===== config.mk =====
export PLATFORM = sky130hd
export DESIGN_NAME = degenerate_primer_end_matcher_top
export DESIGN_NICKNAME = d
export VERILOG_FILES = /design/src/rtl/dpem_pkg.sv /design/src/rtl/degenerate_primer_end_matcher_top.sv /design/src/rtl/dpem_char_mem.sv /design/src/rtl/dpem_code_match.sv
export SDC_FILE = /design/constraint.sdc
export NUM_CORES = 2
export LEC_CHECK = 0
export BUFFER_PORTS_ARGS = -buffer_cell sky130_fd_sc_hd__buf_2
export CORE_AREA = 2 2 424 426
export CTS_CLUSTER_SIZE = 40
export DETAILED_ROUTE_END_ITERATION = 10
export DIE_AREA = 0 0 426 428
export PLACE_DENSITY = 0.71
export SLEW_MARGIN = 10
export SYNTH_ARGS = -nofsm -noshare
export SYNTH_HDL_FRONTEND = slang
export SYNTH_SLANG_ARGS = --single-unit
export TNS_END_PERCENT = 5

===== constraint.sdc =====
create_clock -name clk_i -period 6.3 [get_ports clk_i]
set_input_delay 0.945 -clock clk_i [delete_from_list [all_inputs] [get_ports clk_i]]
set_output_delay 0.945 -clock clk_i [all_outputs]
set_load 0.05 [all_outputs]

===== src/rtl/dpem_pkg.sv =====
package dpem_pkg;

  localparam int MaxPrimers     = 8;
  localparam int MaxPrimerLen   = 32;
  localparam int PrimerMemDepth = MaxPrimers * MaxPrimerLen;

  localparam int SlotW  = 3;
  localparam int PosW   = 5;
  localparam int SymW   = 8;
  localparam int LenW   = 6;
  localparam int CountW = 16;
  localparam int NumW   = 4;
  localparam int CfgW   = 4;
  localparam int CfgIdxW = 1;

  // Item kinds
  localparam logic KindLoad = 1'b0;
  localparam logic KindBase = 1'b1;

  // Configuration register indexes
  localparam logic [CfgIdxW-1:0] RegPrimerCount = 1'b0;
  localparam logic [CfgIdxW-1:0] RegMatchAtEnd  = 1'b1;

  // Base and IUPAC code characters
  localparam logic [SymW-1:0] ChA = 8'h41;
  localparam logic [SymW-1:0] ChC = 8'h43;
  localparam logic [SymW-1:0] ChG = 8'h47;
  localparam logic [SymW-1:0] ChT = 8'h54;
  localparam logic [SymW-1:0] ChR = 8'h52;
  localparam logic [SymW-1:0] ChY = 8'h59;
  localparam logic [SymW-1:0] ChM = 8'h4D;
  localparam logic [SymW-1:0] ChK = 8'h4B;
  localparam logic [SymW-1:0] ChW = 8'h57;
  localparam logic [SymW-1:0] ChS = 8'h53;
  localparam logic [SymW-1:0] ChB = 8'h42;
  localparam logic [SymW-1:0] ChD = 8'h44;
  localparam logic [SymW-1:0] ChH = 8'h48;
  localparam logic [SymW-1:0] ChV = 8'h56;
  localparam logic [SymW-1:0] ChN = 8'h4E;
  localparam logic [SymW-1:0] ChI = 8'h49;

endpackage


===== src/rtl/degenerate_primer_end_matcher_top.sv =====
// Degenerate primer matcher: load requests (kind 0) write one primer character each and
// read bases (kind 1) are taken one per cycle; both are accepted only while the block
// is idle. The last base of a read starts a search that walks the primer table in slot
// order through one shared IUPAC compare unit fed by the single read port of the primer
// memory: each slot visited takes a slot check, each character compared a read step and
// a compare step, and a final step posts the result; input ready stays low meanwhile.
// The result sits in an output register; loads and bases are accepted again while it
// waits, and a following search holds its result until the register frees up. Primer
// count values above eight search eight slots.
module degenerate_primer_end_matcher_top
  import dpem_pkg::*;
(
  input  logic               clk_i,
  input  logic               rst_ni,
  input  logic               cfg_we_i,
  input  logic [CfgIdxW-1:0] cfg_idx_i,
  input  logic [CfgW-1:0]    cfg_data_i,
  input  logic               in_valid_i,
  output logic               in_ready_o,
  input  logic               in_kind_i,
  input  logic [SlotW-1:0]   in_slot_i,
  input  logic [PosW-1:0]    in_position_i,
  input  logic [SymW-1:0]    in_symbol_i,
  input  logic               in_last_i,
  output logic               out_valid_o,
  input  logic               out_ready_i,
  output logic               out_matched_o,
  output logic [SlotW-1:0]   out_primer_index_o,
  output logic [LenW-1:0]    out_primer_length_o,
  output logic [CountW-1:0]  out_read_length_o,
  output logic [CountW-1:0]  out_kept_length_o,
  output logic               out_short_read_o
);

  typedef enum logic [2:0] {
    S_IDLE,
    S_SLOT,
    S_READ,
    S_CMP,
    S_DONE
  } state_e;

  state_e             state_q, state_d;
  logic [NumW-1:0]    slot_q, slot_d;
  logic [PosW-1:0]    char_q, char_d;
  logic [CountW-1:0]  base_cnt_q, base_cnt_d;
  logic [PosW-1:0]    wp_q, wp_d;
  logic [NumW-1:0]    prim_cnt_q, prim_cnt_d;
  logic               mode_q, mode_d;
  logic [LenW-1:0]    plen_q [MaxPrimers];
  logic [LenW-1:0]    plen_d [MaxPrimers];

  logic               res_matched_q, res_matched_d;
  logic               res_short_q, res_short_d;
  logic [SlotW-1:0]   res_index_q, res_index_d;
  logic [LenW-1:0]    res_plen_q, res_plen_d;

  logic               out_valid_q, out_valid_d;
  logic               out_matched_q, out_matched_d;
  logic [SlotW-1:0]   out_index_q, out_index_d;
  logic [LenW-1:0]    out_plen_q, out_plen_d;
  logic [CountW-1:0]  out_rlen_q, out_rlen_d;
  logic [CountW-1:0]  out_klen_q, out_klen_d;
  logic               out_short_q, out_short_d;

  logic               in_acc;
  logic               load_ok;
  logic [NumW-1:0]    cnt_eff;
  logic [LenW-1:0]    cur_len;
  logic               prim_we;
  logic               win_we;
  logic [PosW-1:0]    win_waddr;
  logic [PosW-1:0]    win_raddr;
  logic [SymW-1:0]    prim_char;
  logic [SymW-1:0]    win_char;
  logic               hit;

  assign in_ready_o = (state_q == S_IDLE);
  assign in_acc     = in_valid_i && in_ready_o;
  assign load_ok    = (NumW'(in_slot_i) < NumW'(MaxPrimers))
                   && (LenW'(in_position_i) < LenW'(MaxPrimerLen));
  assign cnt_eff    = (prim_cnt_q > NumW'(MaxPrimers)) ? NumW'(MaxPrimers) : prim_cnt_q;
  assign cur_len    = plen_q[slot_q[SlotW-1:0]];

  assign prim_we   = in_acc && (in_kind_i == KindLoad) && load_ok;
  assign win_we    = in_acc && (in_kind_i == KindBase)
                  && (mode_q || (base_cnt_q < CountW'(MaxPrimerLen)));
  assign win_waddr = mode_q ? wp_q : base_cnt_q[PosW-1:0];
  // Suffix mode: the window ends just before the write pointer
  assign win_raddr = mode_q ? (wp_q - cur_len[PosW-1:0] + char_q) : char_q;

  dpem_char_mem #(
    .Depth (PrimerMemDepth)
  ) u_primer_mem (
    .clk_i   (clk_i),
    .we_i    (prim_we),
    .waddr_i ({in_slot_i, in_position_i}),
    .wdata_i (in_symbol_i),
    .raddr_i ({slot_q[SlotW-1:0], char_q}),
    .rdata_o (prim_char)
  );

  dpem_char_mem #(
    .Depth (MaxPrimerLen)
  ) u_window_mem (
    .clk_i   (clk_i),
    .we_i    (win_we),
    .waddr_i (win_waddr),
    .wdata_i (in_symbol_i),
    .raddr_i (win_raddr),
    .rdata_o (win_char)
  );

  dpem_code_match u_code_match (
    .pattern_i (prim_char),
    .base_i    (win_char),
    .hit_o     (hit)
  );

  always_comb begin
    state_d       = state_q;
    slot_d        = slot_q;
    char_d        = char_q;
    base_cnt_d    = base_cnt_q;
    wp_d          = wp_q;
    prim_cnt_d    = prim_cnt_q;
    mode_d        = mode_q;
    plen_d        = plen_q;
    res_matched_d = res_matched_q;
    res_short_d   = res_short_q;
    res_index_d   = res_index_q;
    res_plen_d    = res_plen_q;
    out_valid_d   = out_valid_q;
    out_matched_d = out_matched_q;
    out_index_d   = out_index_q;
    out_plen_d    = out_plen_q;
    out_rlen_d    = out_rlen_q;
    out_klen_d    = out_klen_q;
    out_short_d   = out_short_q;

    if (cfg_we_i) begin
      case (cfg_idx_i)
        RegPrimerCount: prim_cnt_d = cfg_data_i[NumW-1:0];
        RegMatchAtEnd:  mode_d     = cfg_data_i[0];
        default: ;
      endcase
    end

    if (out_valid_q && out_ready_i) begin
      out_valid_d = 1'b0;
    end

    case (state_q)
      S_IDLE: begin
        if (in_acc) begin
          if (in_kind_i == KindLoad) begin
            if (load_ok && in_last_i) begin
              plen_d[in_slot_i] = LenW'(in_position_i) + LenW'(1);
            end
          end else begin
            if (mode_q) begin
              wp_d = wp_q + PosW'(1);
            end
            if (base_cnt_q != '1) begin
              base_cnt_d = base_cnt_q + CountW'(1);
            end
            if (in_last_i) begin
              slot_d  = '0;
              state_d = S_SLOT;
            end
          end
        end
      end
      S_SLOT: begin
        res_matched_d = 1'b0;
        res_short_d   = 1'b0;
        res_index_d   = '0;
        res_plen_d    = '0;
        if (slot_q >= cnt_eff) begin
          state_d = S_DONE;
        end else if (base_cnt_q < CountW'(cur_len)) begin
          res_short_d = 1'b1;
          state_d     = S_DONE;
        end else if (cur_len == '0) begin
          // Empty primer matches every read
          res_matched_d = 1'b1;
          res_index_d   = slot_q[SlotW-1:0];
          state_d       = S_DONE;
        end else begin
          char_d  = '0;
          state_d = S_READ;
        end
      end
      S_READ: begin
        state_d = S_CMP;
      end
      S_CMP: begin
        if (!hit) begin
          slot_d  = slot_q + NumW'(1);
          state_d = S_SLOT;
        end else if (char_q == PosW'(cur_len - LenW'(1))) begin
          res_matched_d = 1'b1;
          res_index_d   = slot_q[SlotW-1:0];
          res_plen_d    = cur_len;
          state_d       = S_DONE;
        end else begin
          char_d  = char_q + PosW'(1);
          state_d = S_READ;
        end
      end
      S_DONE: begin
        // Hold the result until the output register is free
        if (!out_valid_q || out_ready_i) begin
          out_valid_d   = 1'b1;
          out_matched_d = res_matched_q;
          out_index_d   = res_index_q;
          out_plen_d    = res_plen_q;
          out_short_d   = res_short_q;
          out_rlen_d    = base_cnt_q;
          out_klen_d    = base_cnt_q - CountW'(res_plen_q);
          base_cnt_d    = '0;
          wp_d          = '0;
          state_d       = S_IDLE;
        end
      end
      default: state_d = S_IDLE;
    endcase
  end

  always_ff @(posedge clk_i or negedge rst_ni) begin
    if (!rst_ni) begin
      state_q       <= S_IDLE;
      slot_q        <= '0;
      char_q        <= '0;
      base_cnt_q    <= '0;
      wp_q          <= '0;
      prim_cnt_q    <= '0;
      mode_q        <= 1'b0;
      for (int i = 0; i < MaxPrimers; i++) begin
        plen_q[i] <= '0;
      end
      res_matched_q <= 1'b0;
      res_short_q   <= 1'b0;
      res_index_q   <= '0;
      res_plen_q    <= '0;
      out_valid_q   <= 1'b0;
      out_matched_q <= 1'b0;
      out_index_q   <= '0;
      out_plen_q    <= '0;
      out_rlen_q    <= '0;
      out_klen_q    <= '0;
      out_short_q   <= 1'b0;
    end else begin
      state_q       <= state_d;
      slot_q        <= slot_d;
      char_q        <= char_d;
      base_cnt_q    <= base_cnt_d;
      wp_q          <= wp_d;
      prim_cnt_q    <= prim_cnt_d;
      mode_q        <= mode_d;
      plen_q        <= plen_d;
      res_matched_q <= res_matched_d;
      res_short_q   <= res_short_d;
      res_index_q   <= res_index_d;
      res_plen_q    <= res_plen_d;
      out_valid_q   <= out_valid_d;
      out_matched_q <= out_matched_d;
      out_index_q   <= out_index_d;
      out_plen_q    <= out_plen_d;
      out_rlen_q    <= out_rlen_d;
      out_klen_q    <= out_klen_d;
      out_short_q   <= out_short_d;
    end
  end

  assign out_valid_o         = out_valid_q;
  assign out_matched_o       = out_matched_q;
  assign out_primer_index_o  = out_index_q;
  assign out_primer_length_o = out_plen_q;
  assign out_read_length_o   = out_rlen_q;
  assign out_kept_length_o   = out_klen_q;
  assign out_short_read_o    = out_short_q;

  a_result_from_search: assert property (@(posedge clk_i) disable iff (!rst_ni)
    $rose(out_valid_o) |-> $past(state_q == S_DONE))
    else $error("result posted without a finished search");

  a_match_short_excl: assert property (@(posedge clk_i) disable iff (!rst_ni)
    out_valid_o |-> !(out_matched_o && out_short_read_o))
    else $error("result both matched and short");

  a_kept_length: assert property (@(posedge clk_i) disable iff (!rst_ni)
    out_valid_o |-> (out_kept_length_o + CountW'(out_primer_length_o) == out_read_length_o))
    else $error("kept length does not add up");

  a_char_in_primer: assert property (@(posedge clk_i) disable iff (!rst_ni)
    (state_q == S_CMP) |-> (LenW'(char_q) < cur_len))
    else $error("compare beyond primer end");

endmodule


===== src/rtl/dpem_char_mem.sv =====
module dpem_char_mem
  import dpem_pkg::*;
#(
  parameter int Depth = 32,
  localparam int AddrW = $clog2(Depth)
) (
  input  logic             clk_i,
  input  logic             we_i,
  input  logic [AddrW-1:0] waddr_i,
  input  logic [SymW-1:0]  wdata_i,
  input  logic [AddrW-1:0] raddr_i,
  output logic [SymW-1:0]  rdata_o
);

  logic [SymW-1:0] mem_q [Depth];
  logic [SymW-1:0] rdata_q;

  always_ff @(posedge clk_i) begin
    if (we_i) begin
      mem_q[waddr_i] <= wdata_i;
    end
    rdata_q <= mem_q[raddr_i];
  end

  assign rdata_o = rdata_q;

endmodule


===== src/rtl/dpem_code_match.sv =====
module dpem_code_match
  import dpem_pkg::*;
(
  input  logic [SymW-1:0] pattern_i,
  input  logic [SymW-1:0] base_i,
  output logic            hit_o
);

  always_comb begin
    if (pattern_i == base_i) begin
      hit_o = 1'b1;
    end else begin
      case (pattern_i)
        ChA, ChC, ChG, ChT: hit_o = 1'b0;
        ChN, ChI:           hit_o = (base_i != ChN);
        ChR:                hit_o = base_i inside {ChA, ChG};
        ChY:                hit_o = base_i inside {ChC, ChT};
        ChM:                hit_o = base_i inside {ChA, ChC};
        ChK:                hit_o = base_i inside {ChG, ChT};
        ChW:                hit_o = base_i inside {ChA, ChT};
        ChS:                hit_o = base_i inside {ChC, ChG};
        ChB:                hit_o = base_i inside {ChC, ChG, ChT};
        ChD:                hit_o = base_i inside {ChA, ChG, ChT};
        ChH:                hit_o = base_i inside {ChA, ChC, ChT};
        ChV:                hit_o = base_i inside {ChA, ChC, ChG};
        default:            hit_o = 1'b1;
      endcase
    end
  end

endmodule

Yosys cells after proc, flatten, opt, wreduce, memory -nomap -nowiden
Memories as Yosys holds them, arrays and structs flattened. A register that Yosys moved wholly into a read port is not among the register bits. Cells that the tools add are included.

RAM bits: 2304. Input bits: 28. Memories: 2. Output and inout port bits: 45. Register bits after elaboration: 141. Word-level logic and storage cells: 191.

Add/sub/neg operators: 9. $lt $le $gt $ge: 7. Bitwise logic cells: 4. Reduce and logical (&&, ||, !) cells: 36. Equality and inequality tests: 41. Muxes and demuxes: 66.

Memory list: u_primer_mem.mem_q (depth 256, width 8, rd ports 1, clocked after memory_dff 1, write ports 1, RTL line dpem_char_mem.sv:15) `logic [SymW-1:0] mem_q [Depth];`; u_window_mem.mem_q (depth 32, width 8, rd ports 1, clocked after memory_dff 1, write ports 1, RTL line dpem_char_mem.sv:15).

Operators with widths (number): $eq A8 B7 Y1 const B (20); $mux W16 (4); $mux W5 (11); $bwmux W48 (1); $mux W3 (14); $pmux W16 S2 (1); $mux W6 (5); $mux W4 (5); $pmux W5 S2 (2); $bmux W6 S3 (1); $demux W6 S3 (1); $reduce_bool A2 Y1 (9); $add A16 B1 Y16 const B (1); $lt A16 B6 Y1 (1); $lt A16 B6 Y1 const B (1); $ne A16 B16 Y1 const B (1); $ne A2 B2 Y1 const B (8); $sub A16 B6 Y16 (1); $mux W1 (15); $pmux W3 S5 (1); $reduce_and A5 Y1 (3); $pmux W1 S12 (1); $pmux W6 S2 (1); $reduce_bool A3 Y1 (4); other kinds (33) (51).

Longest topological paths before layout
Word-level depth: 9. Gate-level depth with buffers: 18. Mapped depth without buffers: 16.

By module
A second synthesis with hierarchy kept.

Cell total of the unflattened synthesis: 5019. Area total of the unflattened synthesis: 97696.2 um^2.

By module, submodules not included: dpem_char_mem (u_primer_mem) (times used 1, cells each 3733, seq. area each 61659.1 um^2, area an instance 79556.3 um^2); dpem_char_mem (u_window_mem) (times used 1, cells each 417, seq. area each 7847.5 um^2, area an instance 10053.4 um^2); degenerate_primer_end_matcher_top (times used 1, cells each 795, seq. area each 3528.4 um^2, area an instance 7583.5 um^2); dpem_code_match (times used 1, cells each 74, seq. area each 0.0 um^2, area an instance 503.0 um^2).

Worst setup path before layout
OpenSTA, ideal clock, no wires.

Path kind: reg2reg. Start: reg char_q[1]. End: reg u_window_mem.rdata_q[1] (netlist: u_window_mem.rdata_o[1]) (read register of u_window_mem.mem_q). Setup time: 0.121 ns. Arrival: 4.273 ns. Path buffers: 6. Path slack: 1.906 ns. Required time: 6.179 ns. Cell stages (with the launch flop): 16. Period minus slack after synthesis: 4.394 ns. Path through: dfrtp_1 -> clkbuf_1 -> clkbuf_1 -> buf_1 -> buf_1 -> inv_1 -> fa_1 -> fa_1 -> nand2_1 -> o21ai_1 -> clkbuf_1 -> buf_2 -> mux4_2 -> mux2i_1 -> a21oi_1 -> mux2_2.

Longest elaborated chain between the ends: 2.

RTL lines: from (decl) (RTL line degenerate_primer_end_matcher_top.sv:45) `logic [PosW-1:0] char_q, char_d;`; from (signal assigned) (RTL line degenerate_primer_end_matcher_top.sv:256) `char_q <= char_d;`; $add A5 B5 Y5 (RTL line degenerate_primer_end_matcher_top.sv:90) `assign win_raddr = mode_q ? (wp_q - cur_len[PosW-1:0] + char_q) : char_q;`; $mux W5 * (RTL line degenerate_primer_end_matcher_top.sv:90); to (decl) (RTL line dpem_char_mem.sv:16) `logic [SymW-1:0] rdata_q;`.

Mark *: on every way between the ends. The rest lies on a longest branch, timed or not. A chain may end at the register's enable or synchronous reset.

Worst setup path in the final report
Start: reg slot_q[2]. End: reg u_window_mem.rdata_q[7] (netlist: u_window_mem.rdata_o[7]) (read register of u_window_mem.mem_q).

Longest elaborated chain between the ends: 7.

RTL lines: from (decl) (RTL line degenerate_primer_end_matcher_top.sv:44) `logic [NumW-1:0] slot_q, slot_d;`; from (signal assigned) (RTL line degenerate_primer_end_matcher_top.sv:255) `slot_q <= slot_d;`; $not A3 Y4 (implied by the code) (RTL line degenerate_primer_end_matcher_top.sv:83) `assign cur_len = plen_q[slot_q[SlotW-1:0]];`; $bmux W6 S3 (RTL line degenerate_primer_end_matcher_top.sv:83); $mux W6 (implied by the code) (2 in a row) (RTL line degenerate_primer_end_matcher_top.sv:83); $sub A5 B5 Y5 (RTL line degenerate_primer_end_matcher_top.sv:90); $add A5 B5 Y5 (RTL line degenerate_primer_end_matcher_top.sv:90); $mux W5 (RTL line degenerate_primer_end_matcher_top.sv:90).

No other way between the ends. The select of a mux whose other input is x is not followed.

==> flow_summary.yaml <==
outcome:
  status: "completed"
worst_setup_path:
  reg2reg_to: "u_window_mem.rdata_o[7]"
  rrSetupSlack_ns: 1.29
  required_ns: 7.05
  worstSetupPathType: "register to register"
  crit_path_start_kind: "register"
  critPathArrivalTime_ns: 5.76
  worstSetupEndpointType: "register"
  r2r-start: "slot_q[2]"
  reg2regPathDepth: 14
  cp_max_fo: 24
synth:
  synthTopCellsByArea: "edfxtp_1, mux4_2, dfrtp_1"
  ys_types: 86
  synthFlopType: "edfxtp_1"
  synth_xor_area_frac: 0.004938
  synth_fa_ha_area_frac: 0.004771
  synth_top_area_cell: "edfxtp_1"
  synth_top_area_share: 0.7130
  synth_most_common_cell: "edfxtp_1"
  synth_mux_area_frac: 0.1733
  syn_area_mm2: 0.09704
  ys_seq_area_frac: 0.7526
  ys_async_sr_fraction: 0.05729
  synth_fp_nets: 4675
  netlist_top_cells_count: "edfxtp_1, mux4_2, nor2_1"
  syn_inst: 4613
  synthSimpleGateAreaFrac: 0.03208
  synth_top_family_by_area: "multiplexers"
  avgSynthCellArea_um2: 21.04
  yosys_warnings: 0
  yosys_register_bits: 2461
  synth-compound-area-share: 0.01882
  synth_edf_count: 2304
drt:
  finalWirelength_mm: 219.4
  ant_nets: 0
  num_vias: 46513
  routed_via_density: 6.383
  wl_per_cell_um: 30.11
  firstDrtPassIters: 6
  drc: 0
  drt_iter0_drc: 5781
placement:
  dp_cells: 6843
  dp_hpwl_mm: 126.5
  port_buffers: 72
  gp_congestion: 0.8243
sta:
  drv_slew: 0
  slew-limit-headroom: 0.1740
  fmax_ghz: 0.1997
  finalCritPeriodShare: 0.7948
  period_needed_ns: 5.007
  worst_slew_pin_slew_ns: 1.228
  fin_setup_tns_ns: 0
  hold_viol_final: 0
  clock_skew_ns: 0.05245
  rsz0062_at_grt: "no"
  setup_viol: 0
pwr:
  power-per-cell-area_mw_per_mm2: 420.0
  power_uw: 45350
  peakVddDrop_uv: 397.1
  p_leak_uw: 0.03397
clocking:
  numCtsBuffers: 232
  cts_buffer_depth: 3
  cts_resized: 0
  path_clk_slew_ns: 0.06
  hold_buffers: 0
  clock-root-buffer: "clkbuf_16"
  cts_sinks: 2461
  cts_tree: "yes"
  htreeDepth: 4
  postCtsSetupRepairBufs: 0
  clk_latency_ns: 0.86
floorplan:
  io_pins: 73
  die_w_um: 426
  coreArea_mm2: 0.1776
  core.rowCount: 155
  initial_core_util: 0.5463
  dieArea_mm2: 0.1823
  die_y_um: 428
global_route:
  grt_pass1_wl_mm: 322.7
  antenna_found_initial: 4
  first_global_vias: 46888
  grt_start_max_net_pins: 196
  grt_usage: 0.2430
  top_usage_layer: "met2"
  met3_usage: 0.04675
  grt_overflow_total: 0
  use_met1: 0.3554
  use_met2: 0.3800
layout:
  syn2layout_area_growth_pct: 11.25
  layout.cells.non_filler: 7287
  nNetsFinal: 4784
  drive_gt1_frac: 0.2578
min_path:
  worstHoldPathType: "primary input to asynchronous set/reset pin"
run:
  drv_cap: 0
[critical path: stages, from the launching register on]
cell and delay (ns):
dfrtp_1 0.58, nor2_1 0.80, a22oi_1 0.23, o211ai_2 0.23, inv_1 0.11, fa_1 0.48
fa_1 0.50, nand2_1 0.09, o21ai_4 0.31, buf_4 0.46, mux4_2 0.34, nor2b_1 0.14
a211oi_1 0.28, a21oi_1 0.09, mux2_2 0.28
[layer usage]
layer | share of wire | wire length [um]
met5 | 0.000068 | 15
met4 | 0.025 | 5461
met2 | 0.49 | 106900
met1 | 0.40 | 88310
met3 | 0.085 | 18730
[power by group]
group          internal (uW)  switching, uW
Clock                   7980           6030
Combinational           5950           6700
Sequential             18200            477
[layout make-up]
cell class / instances / area [um^2]
multi-input cells: 1841 / 22850
diodes: 1 / 2.502
clock buffers: 294 / 6130
well taps: 2355 / 2947
inverters: 44 / 172.7
repair buffers: 142 / 1235
flip-flops and latches: 2461 / 73050
fillers: 12131 / 69690
clock inverters: 149 / 1574
[sequential cells by signal, summed over array words and instances (netlist names), 3 cells and up]
name,cells
u_primer_mem.mem_q,2048
u_window_mem.mem_q,256
plen_q,48
base_cnt_q,16
out_kept_length_o,16
out_read_length_o,16
u_primer_mem.rdata_o,8
u_window_mem.rdata_o,8
out_primer_length_o,6
res_plen_q,6
char_q,5
wp_q,5
prim_cnt_q,4
slot_q,4
out_primer_index_o,3
res_index_q,3
state_q,3
[per-stage QoR]
stage / util / hold slack, ns / cell area [um^2] / worst slack (ns)
floorplan: - / 0.4386 / 97040 / 1.906
global placement: 0.5643 / 0.4542 / 100300 / 1.344
detailed placement: 0.5643 / 0.4560 / 100300 / 1.300
CTS: 0.6077 / 0.03512 / 108000 / 1.272
global route: 0.6077 / 0.1090 / 108000 / 1.022
finish: 0.6077 / 0.06191 / 108000 / 1.293
[placed cells by master (no fill, tap or decap), types with 19 or more instances in the layout]
cell	Yosys	final
a21oi_1	42	42
a22oi_1	42	42
buf_12	1	21
buf_2	70	63
buf_4	4	49
bufinv_16	0	26
clkbuf_1	170	54
clkbuf_16	0	233
clkinv_1	0	58
clkinv_2	0	35
dfrtp_1	141	138
edfxtp_1	2304	2304
ha_1	29	29
inv_1	43	42
mux2_2	34	34
mux2i_1	35	32
mux4_2	708	708
nand2_1	200	200
nand3_1	40	23
nand3_2	2	19
nor2_1	352	350
nor2b_1	35	34
o21ai_0	57	57
xnor2_1	31	31
xor2_1	20	20
[worst max-delay path by stage]
stage | start | end | slack [ns]
after floorplan | char_q[1] | u_window_mem.rdata_o[1] | 1.91
after global placement | slot_q[2] | u_window_mem.rdata_o[4] | 1.34
after detailed placement | slot_q[2] | u_window_mem.rdata_o[4] | 1.30
after CTS | slot_q[2] | u_window_mem.rdata_o[7] | 1.27
after global routing | slot_q[2] | u_window_mem.rdata_o[7] | 1.02
final | slot_q[2] | u_window_mem.rdata_o[7] | 1.29
[cells by family after synthesis]
kind of cell	Yosys count
flip-flops	2461
multiplexers	783
AND/OR/NAND/NOR	713
buffers and inverters	311
AO/OA/AOI/OAI	258
XOR/XNOR	53
adder cells (fa/ha/maj)	34
No activity file was read; power rests on OpenSTA's default activity.
